<file path="src/rtl/core/aam_pkg.sv">
// ----------------------------------------------------------------------------
// aam_pkg
// Shared constants and helpers for the axis arg-min block.
// ----------------------------------------------------------------------------
package aam_pkg;

    localparam int MAX_INNER_DEF = 1024;
    localparam int MAX_AXIS_DEF  = 65535;

    localparam int AXIS_W  = 16;
    localparam int INNER_W = 11;
    localparam int OUTER_W = 16;
    localparam int ELEM_W  = 32;
    localparam int CFG_W   = 16;
    localparam int CFG_IDX_W = 2;

    localparam logic [CFG_IDX_W-1:0] REG_FORMAT = 2'd0;
    localparam logic [CFG_IDX_W-1:0] REG_AXIS   = 2'd1;
    localparam logic [CFG_IDX_W-1:0] REG_INNER  = 2'd2;
    localparam logic [CFG_IDX_W-1:0] REG_OUTER  = 2'd3;

    // ieee less-than on raw bits, half selects binary16 in the low bits
    function automatic logic fp_less(input logic [31:0] a, input logic [31:0] b,
                                     input logic half);
        logic [31:0] sgn;
        logic [31:0] all;
        logic [31:0] inf;
        logic [31:0] ma;
        logic [31:0] mb;
        logic [31:0] ka;
        logic [31:0] kb;
        sgn = half ? 32'h0000_8000 : 32'h8000_0000;
        all = half ? 32'h0000_FFFF : 32'hFFFF_FFFF;
        inf = half ? 32'h0000_7C00 : 32'h7F80_0000;
        ma  = a & (all ^ sgn);
        mb  = b & (all ^ sgn);
        ka  = ((a & sgn) != 32'd0) ? (all ^ a) : (a | sgn);
        kb  = ((b & sgn) != 32'd0) ? (all ^ b) : (b | sgn);
        if (ma > inf || mb > inf) begin
            fp_less = 1'b0;
        end else if (ma == 32'd0 && mb == 32'd0) begin
            fp_less = 1'b0;
        end else begin
            fp_less = ka < kb;
        end
    endfunction

endpackage

</file>
<file path="src/rtl/core/aam_ctrl.sv">
// ----------------------------------------------------------------------------
// aam_ctrl
// Position counters and configuration registers; issues memory reads.
// ----------------------------------------------------------------------------
module aam_ctrl #(
    parameter int MAX_INNER = aam_pkg::MAX_INNER_DEF,
    parameter int MAX_AXIS  = aam_pkg::MAX_AXIS_DEF,
    localparam int AW = $clog2(MAX_INNER > 1 ? MAX_INNER : 2)
) (
    input  logic                           aclk,
    input  logic                           aresetn,
    input  logic                           cfg_we,
    input  logic [aam_pkg::CFG_IDX_W-1:0]  cfg_index,
    input  logic [aam_pkg::CFG_W-1:0]      cfg_data,
    input  logic                           step,
    output logic                           half,
    output logic [AW-1:0]                  slot,
    output logic                           first,
    output logic                           last_axis,
    output logic                           last_all,
    output logic [aam_pkg::AXIS_W-1:0]     axis_idx
);

    localparam int IW = aam_pkg::INNER_W;
    localparam logic [16:0] MAX_INNER_C = 17'(MAX_INNER);
    localparam logic [16:0] MAX_AXIS_C  = 17'(MAX_AXIS);

    logic                        format_reg;
    logic [aam_pkg::AXIS_W-1:0]  axis_len_reg;
    logic [IW-1:0]               inner_cnt_reg;
    logic [aam_pkg::OUTER_W-1:0] outer_cnt_reg;
    logic [aam_pkg::AXIS_W-1:0]  axis_pos_reg;
    logic [AW:0]                 inner_pos_reg;
    logic [aam_pkg::OUTER_W-1:0] outer_pos_reg;

    logic [16:0] a_eff;
    logic [16:0] n_eff;
    logic [16:0] o_eff;
    logic [16:0] a_raw;
    logic [16:0] n_raw;
    logic        last_inner;

    // effective lengths: zero acts as one, axis and inner clipped to the limits
    always_comb begin
        a_raw = (axis_len_reg == '0) ? 17'd1 : 17'(axis_len_reg);
        n_raw = (inner_cnt_reg == '0) ? 17'd1 : 17'(inner_cnt_reg);
        a_eff = (a_raw > MAX_AXIS_C) ? MAX_AXIS_C : a_raw;
        n_eff = (n_raw > MAX_INNER_C) ? MAX_INNER_C : n_raw;
        o_eff = (outer_cnt_reg == '0) ? 17'd1 : 17'(outer_cnt_reg);
    end

    assign half       = format_reg;
    assign slot       = inner_pos_reg[AW-1:0];
    assign first      = (axis_pos_reg == '0);
    assign last_inner = (17'(inner_pos_reg) + 17'd1 >= n_eff);
    assign last_axis  = (17'(axis_pos_reg) + 17'd1 >= a_eff);
    assign last_all   = (17'(outer_pos_reg) + 17'd1 >= o_eff) && last_inner;
    assign axis_idx   = axis_pos_reg;

    // configuration and position counters
    always_ff @(posedge aclk) begin
        if (!aresetn) begin
            format_reg    <= 1'b0;
            axis_len_reg  <= 16'd1;
            inner_cnt_reg <= 11'd1;
            outer_cnt_reg <= 16'd1;
            axis_pos_reg  <= '0;
            inner_pos_reg <= '0;
            outer_pos_reg <= '0;
        end else if (cfg_we) begin
            unique case (cfg_index)
                aam_pkg::REG_FORMAT: format_reg    <= cfg_data[0];
                aam_pkg::REG_AXIS:   axis_len_reg  <= cfg_data;
                aam_pkg::REG_INNER:  inner_cnt_reg <= cfg_data[IW-1:0];
                aam_pkg::REG_OUTER:  outer_cnt_reg <= cfg_data;
                default: ;
            endcase
            axis_pos_reg  <= '0;
            inner_pos_reg <= '0;
            outer_pos_reg <= '0;
        end else if (step) begin
            if (last_inner) begin
                inner_pos_reg <= '0;
                if (last_axis) begin
                    axis_pos_reg <= '0;
                    outer_pos_reg <= (17'(outer_pos_reg) + 17'd1 >= o_eff) ? '0
                                     : outer_pos_reg + 16'd1;
                end else begin
                    axis_pos_reg <= axis_pos_reg + 16'd1;
                end
            end else begin
                inner_pos_reg <= inner_pos_reg + 1'b1;
            end
        end
    end

endmodule

</file>
<file path="config.mk">
export PLATFORM = sky130hd
export DESIGN_NAME = aam_ctrl
export DESIGN_NICKNAME = d
export VERILOG_FILES = /design/src/rtl/core/aam_pkg.sv /design/src/rtl/core/aam_ctrl.sv
export SDC_FILE = /design/constraint.sdc
export NUM_CORES = 1
export LEC_CHECK = 0
export BUFFER_PORTS_ARGS = -buffer_cell sky130_fd_sc_hd__buf_2
export CAP_MARGIN = 20
export CORE_ASPECT_RATIO = 0.5
export CORE_MARGIN = 2
export CORE_UTILIZATION = 41
export DETAILED_ROUTE_END_ITERATION = 10
export GPL_TIMING_DRIVEN = 0
export PLACE_DENSITY = 0.56
export SLEW_MARGIN = 20
export SYNTH_ARGS = -nofsm -noshare
export SYNTH_HDL_FRONTEND = slang
export SYNTH_SLANG_ARGS = --single-unit
</file>
<file path="constraint.sdc">
create_clock -name aclk -period 5.8 [get_ports aclk]
set_clock_uncertainty 0.15 [all_clocks]
set_input_delay 1.45 -clock aclk [delete_from_list [all_inputs] [get_ports aclk]]
set_output_delay 1.45 -clock aclk [all_outputs]
set_load 0.1 [all_outputs]
</file>
Yosys cells after proc, flatten, opt, wreduce, memory -nomap -nowiden
Index checks and enable logic that the tools add are counted.
{ "op_classes": {"addsub": 6, "n_lt_le_gt_ge": 5, "eq_ne": 3, "mux": 8, "n_bitwise": 1, "n_reduce_logical": 13} }
{ "op_table": {"columns": ["cell", "n"], "rows": [
  ["two-way mux 16 bit", 5],
  ["zero test 16 bit", 3],
  ["adder 16 x 1 -> 17 bit (second input constant)", 2],
  ["greater-or-equal comparator 17 x 16 -> 1 bit", 2],
  ["two-way mux 11 bit", 3],
  ["adder 16 x 1 -> 16 bit (second input constant)", 2],
  ["> comparator 16 bit (second input constant)", 1],
  ["adder 11 x 1 -> 12 bit (second input constant)", 1],
  ["greater-or-equal comparator 12 x 11 -> 1 bit", 1],
  ["adder 11 x 1 -> 11 bit (second input constant)", 1],
  ["> comparator 11 bit (second input constant)", 1],
  ["zero test 11 bit", 1],
  ["AND reduction 2 bit", 5],
  ["equality test 2 bit (second input constant)", 2],
  ["AND reduction 3 bit", 1],
  ["equality test 2 x 1 -> 1 bit (second input constant)", 1],
  ["zero test 2 bit", 1],
  ["OR reduction 2 bit", 1],
  ["logical AND 1 bit", 1],
  ["NOT 1 bit", 1]
]} }
{ "totals": {"regBits": 87, "in_bits": 22, "output_inout_bits": 30, "word_cells": 43} }

Longest topological paths before layout
{ "depth": {"word_depth": 6, "ltp_mapped": 17} }

Worst setup path before layout
Ideal clock, no wire load.
{ "synth_timing": {"kind": "reg2out", "start": "reg axis_pos_reg, in the netlist axis_idx[0]", "end": "out last_axis", "arrival_time_ns": 3.683, "required_time_ns": 4.200, "slack_ns": 0.517, "stages_incl_launch_ff": 14, "n_path_buf": 2, "cell_sequence": "dfxtp_1 ha_1 and3_1 buf_6 nand4_1 nor2_1 nand3_1 xnor2_1 ha_1 nand4_1 o41ai_1 nand2_1 nand4_1 buf_6"} }
{ "synth_via": {"elab_chain_cells": 2} }
{ "synth_lines": {"columns": ["item", "line", "text"], "rows": [
  ["from (decl)", "aam_ctrl.sv:32", "logic [aam_pkg::AXIS_W-1:0] axis_pos_reg;"],
  ["from (signal assigned)", "aam_ctrl.sv:89", "axis_pos_reg <= axis_pos_reg + 16'd1;"],
  ["adder 16 x 1 -> 17 bit", "aam_ctrl.sv:56", "assign last_axis = (17'(axis_pos_reg) + 17'd1 >= a_eff);"],
  ["greater-or-equal comparator 17 x 16 -> 1 bit", "aam_ctrl.sv:56", null],
  ["to (decl)", "aam_ctrl.sv:19", "output logic last_axis,"]
]} }
No other way between the ends.

Worst setup path in the final report
{ "layout_timing": {"start": "reg outer_pos_reg[0] (netlist bit)", "end": "out last_all"} }
{ "layout_via": {"elab_chain_cells": 3} }
{ "layout_lines": {"columns": ["item", "line", "text"], "rows": [
  ["from (decl)", "aam_ctrl.sv:34", "logic [aam_pkg::OUTER_W-1:0] outer_pos_reg;"],
  ["from (signal assigned)", "aam_ctrl.sv:86", "outer_pos_reg <= (17'(outer_pos_reg) + 17'd1 >= o_eff) ? '0"],
  ["adder 16 x 1 -> 17 bit", "aam_ctrl.sv:57", "assign last_all = (17'(outer_pos_reg) + 17'd1 >= o_eff) && last_inner;"],
  ["greater-or-equal comparator 17 x 16 -> 1 bit", "aam_ctrl.sv:57", null],
  ["logical AND 1 bit", "aam_ctrl.sv:57", null],
  ["to (decl)", "aam_ctrl.sv:20", "output logic last_all,"]
]} }
No other way between the ends.

==> results.md <==
| Metric | Value |
| --- | --- |
| Run status | complete, no violations |
| Cell area after synthesis | 5460 um^2 |
| Switching power total | 0.000434 W |
| Post-synthesis cell type with the largest combined area | sky130_fd_sc_hd__dfxtp_1 |
| Final setup viols | 0 |
| Fraction of power spent switching nets | 29.5% |
| Nets in the synthesized netlist | 776 |
| Sum of negative setup slack | 0 ns |
| RSZ-0062 raised after global routing | no |
| Worst r2r dst | outer_pos_reg[12]$_SDFFE_PP0P_ |
| Number of synthesized register bits | 87 |
| Area growth from synthesis to layout | 14.5% |
| Standard-cell rows | 29 |
| Capture endpoint of the worst hold path | inner_pos_reg[10]$_SDFFE_PP0P_ |
| Setup slack, reg-to-reg | 1.59 ns |
| Startpoint type of the worst setup path | flop |
| Number of H-tree branching levels | 3 |
| Type of the most critical hold path | reg -> reg |
| Clock tree from TritonCTS | done |
| Main area contributors after synthesis | sky130_fd_sc_hd__dfxtp_1, sky130_fd_sc_hd__ha_1, sky130_fd_sc_hd__nand2_1 |
| Achievable Freq | 0.183 GHz |
| P_leak | 2.54 nW |
| Effective utilization at floorplan | 42.5% |
| Critical Path Most Common Cell | sky130_fd_sc_hd__and3_1 |
| Clk Tree Root Cell | sky130_fd_sc_hd__clkbuf_16 |
| Arr. time, crit path | 3.87 ns |
| Part of the power in the clock network | 40.6% |
| Total design power | 0.00147 W |
| Antenna violations before repair | 0 |
| Period utilisation layout | 94.4% |
| Worst Path Class, Setup | reg -> out |
| Internal power contribution | 0.00104 W |
| Detailed-routing iteration count for the pre-antenna-repair pass | 5 |
| Worst Reg-to-Reg Cells | 17 |
| Top delay family on crit path | simple AND/OR/NAND/NOR gates |
| Slew HR | 32.9% |
| Largest fanout on the critical path | 10 |
| Number of remaining DRC errors | 0 |
| Total power per unit cell area | 235 nW/um^2 |
| Overall via count from detail_route | 5063 |
| Critical Path, Cell by Cell | ha_1 > and3_1 > and3_1 > nand4_1 > nor2_1 > xor2_1 > ha_1 > and3_1 > a221oi_1 > o21ai_0 > nor2_4 > buf_2 > nor2_1 > buf_2 |
| Fraction of registers with async set/reset | 0% |
| Logic pwr share | 17.3% |
| Start of the worst register-to-register path | axis_idx[0]$_SDFFE_PP0P_ |
| DPL Wire Length | 11300 um |
| Inserted Clock Buffers | 9 |
| Clock slew at reported path FFs | 0.06 ns |
| Number of fill cells in the layout | 1313 |
| Vertical die dimension | 85.6 um |
| Syn. warnings | 0 |
| Kind of capture point of the worst setup path | output pin |
| Post-detailed-route count of antenna-violating nets | 0 |
| Area enclosed by the die boundary | 14300 um^2 |
| Number of flops mapped to enable cells by yosys | 0 |
| Clock insertion delay at the later pin of the skew report | 0.34 ns |
| Post-synth top area share | 31.9% |
| Fraction of final layout cells sized beyond drive strength 1 | 12.6% |
| Maximum root-to-sink buffer count | 2 |
| Fraction of the yosys area taken by sequential cells | 31.9% |
| Average cell area after synthesis | 7.73 um^2 |
| Critical Path Max Stage Delay | 0.41 ns |
| Slowest stage cell on the critical path | sky130_fd_sc_hd__dfxtp_1 |
| Minimum clock period | 5.47 ns |
| Global-route wire length before repair | 24600 um |
| Global-route total usage across every layer | 21.7% |
| Number of inserted diodes | 0 |
| Final weighted congestion of routability-driven global placement | 0.869 |
| Pin count of the biggest net entering global routing | 14 |
| Yosys cell types | 56 |
| Via count of the first global-routing pass | 4709 |
| CTS Sinks | 87 |
| Min-Delay Startpoint | inner_pos_reg[10]$_SDFFE_PP0P_ |
| Post-Route WL | 14800 um |
| Relative contribution of sequential cells to total power | 42.1% |
| Width of the die | 167 um |
| DR iter-0 viols | 269 |
| Boundary Pins | 52 |
| Wire length per cell after detailed routing | 15.7 um |
| Via density per instance | 5.36 |
| Max-slew violations | 0 |
| Number of nets at the end of the flow | 840 |
| Syn Inst Count | 707 |
| Critical path required time | 4.20 ns |
| Worst Hold Depth | 2 |
| Area of the core region | 12800 um^2 |
| Sum of buffers and inverters on the critical path | 2 |
| VDD IR max | 0.118 mV |
| Worst Max-Slew Pin Slew | 1.00 ns |
| Number of buffer cells added on primary ports | 50 |
| Remaining Overflow, GRT | 0 |
| Top flip-flop cell by instance count after synthesis | sky130_fd_sc_hd__dfxtp_1 |
| Max-cap violation count | 0 |
| Final hold vios | 0 |
==> cell usage after synthesis, types with 2 or more instances <==
library cell and number:
sky130_fd_sc_hd__nand2_1 149, sky130_fd_sc_hd__dfxtp_1 87, sky130_fd_sc_hd__a21oi_1 51, sky130_fd_sc_hd__ha_1 47
sky130_fd_sc_hd__a21boi_0 42, sky130_fd_sc_hd__inv_1 40, sky130_fd_sc_hd__nand3_1 35, sky130_fd_sc_hd__nor2_1 31
sky130_fd_sc_hd__clkbuf_1 24, sky130_fd_sc_hd__xnor2_1 23, sky130_fd_sc_hd__nand4_1 15, sky130_fd_sc_hd__o21ai_0 15
sky130_fd_sc_hd__and3_1 14, sky130_fd_sc_hd__xor2_1 14, sky130_fd_sc_hd__buf_4 11, sky130_fd_sc_hd__nor3_1 10
sky130_fd_sc_hd__nor4_1 10, sky130_fd_sc_hd__nand3b_1 8, sky130_fd_sc_hd__o22ai_1 7, sky130_fd_sc_hd__or3_1 7
sky130_fd_sc_hd__a21o_1 6, sky130_fd_sc_hd__and2_1 5, sky130_fd_sc_hd__and4_1 4, sky130_fd_sc_hd__buf_2 4
sky130_fd_sc_hd__nand2b_1 4, sky130_fd_sc_hd__a22oi_1 3, sky130_fd_sc_hd__a32o_1 3, sky130_fd_sc_hd__buf_6 3
sky130_fd_sc_hd__or2_2 3, sky130_fd_sc_hd__a41o_1 2, sky130_fd_sc_hd__nor2b_1 2, sky130_fd_sc_hd__nor3_4 2
sky130_fd_sc_hd__o21ai_1 2, sky130_fd_sc_hd__o31a_1 2
==> how the worst max path moves through the flow <==
| stage | start | to | slack, ns | cells after the start |
|---|---|---|---|---|
| 2_1_floorplan | axis_idx[0]$_SDFFE_PP0P_ | last_axis | 0.52 | 13 |
| 3_3_place_gp | outer_pos_reg[0]$_SDFFE_PP0P_ | last_all | 0.46 | 14 |
| 3_5_place_dp | outer_pos_reg[0]$_SDFFE_PP0P_ | last_all | 0.46 | 14 |
| 4_1_cts | outer_pos_reg[0]$_SDFFE_PP0P_ | last_all | 0.06 | 14 |
| 5_1_grt | outer_pos_reg[0]$_SDFFE_PP0P_ | last_all | 0.01 | 14 |
| 6_report | outer_pos_reg[0]$_SDFFE_PP0P_ | last_all | 0.33 | 14 |
==> cells in the final DEF, fill, tap and decap left out, types with 15 or more instances in the layout <==
cell type | synthesis | layout
sky130_fd_sc_hd__a21boi_0 | 42 | 42
sky130_fd_sc_hd__nand3_1 | 35 | 35
sky130_fd_sc_hd__o21ai_0 | 15 | 15
sky130_fd_sc_hd__dfxtp_1 | 87 | 87
sky130_fd_sc_hd__inv_1 | 40 | 40
sky130_fd_sc_hd__nand4_1 | 15 | 15
sky130_fd_sc_hd__a21oi_1 | 51 | 51
sky130_fd_sc_hd__xnor2_1 | 23 | 23
sky130_fd_sc_hd__ha_1 | 47 | 47
sky130_fd_sc_hd__nand2_1 | 149 | 149
sky130_fd_sc_hd__clkbuf_1 | 24 | 25
sky130_fd_sc_hd__buf_2 | 4 | 53
sky130_fd_sc_hd__nor2_1 | 31 | 31
==> routing by layer <==
layer / vias to the layer above / share of wire, % / global-route usage [%]
met5: - / 0 / 0
met4: 0 / 1.1 / 4.51
met3: 13 / 4.2 / 4.98
met2: 109 / 42 / 32.9
met1: 2375 / 52 / 31.5
li1: 2566 / - / -
==> cells by family after synthesis <==
family	count (synthesis)	share of synthesized area, %
mux	1	0.183
buf+inv	84	7.03
simple gates	306	26.8
fa+ha+maj	47	10.8
flops	87	31.9
xor+xnor	37	5.93
compound gates	145	17.4
==> power groups by stage <==
stage / clock network [W] / logic (W) / registers, W
after floorplan: 0 / 0.000174 / 0.000634
after global placement: 0 / 0.000247 / 0.000633
after detailed placement: 0 / 0.000248 / 0.000634
after CTS: 0.000609 / 0.000250 / 0.000620
after global routing: 0.000632 / 0.000279 / 0.000622
final: 0.000598 / 0.000255 / 0.000620
==> through the flow <==
step           area [um^2]  setup WS, ns  util (%)  std cells  hold WS [ns]
4_1_cts               6230        0.0592      48.5        942         0.309
6_report              6260         0.327      48.7        945         0.310
3_3_place_gp          5930         0.462      46.1        927         0.291
5_1_grt               6260        0.0142      48.7        945         0.345
3_5_place_dp          5930         0.460      46.1        927         0.301
2_1_floorplan         5460         0.517         -        707         0.282
==> timing repair <==
action                     CTS  global route
gates resized for setup      0             2
buffers inserted             0             3
hold buffers                 0             0
setup endpoints to repair    0             2
==> layout make-up <==
class	instances	area, um^2	share of cell area (%)
plain buffers	43	230	3.68
flip-flops and latches	87	1740	27.8
clock inverters	3	42.5	0.680
inverters	41	154	2.46
well taps	170	213	3.40
clock buffers	12	256	4.10
repair buffers	53	275	4.40
multi-input cells	536	3340	53.4
==> worst reg2reg max path, cell delays in order, from the launching register on <==
cell and delay (ns):
sky130_fd_sc_hd__dfxtp_1 0.45, sky130_fd_sc_hd__ha_1 0.27, sky130_fd_sc_hd__and3_1 0.19, sky130_fd_sc_hd__buf_6 0.12, sky130_fd_sc_hd__nand4_1 0.19, sky130_fd_sc_hd__nor2_1 0.26
sky130_fd_sc_hd__nand3_1 0.12, sky130_fd_sc_hd__xnor2_1 0.18, sky130_fd_sc_hd__ha_1 0.34, sky130_fd_sc_hd__nand4_1 0.15, sky130_fd_sc_hd__o41ai_1 0.36, sky130_fd_sc_hd__nand2_1 0.09
sky130_fd_sc_hd__nand4_1 0.16, sky130_fd_sc_hd__buf_6 0.18, sky130_fd_sc_hd__nand3_2 0.24, sky130_fd_sc_hd__buf_2 0.30, sky130_fd_sc_hd__o211ai_1 0.23, sky130_fd_sc_hd__o41ai_2 0.10
No activity file was read; power rests on OpenSTA's default activity.
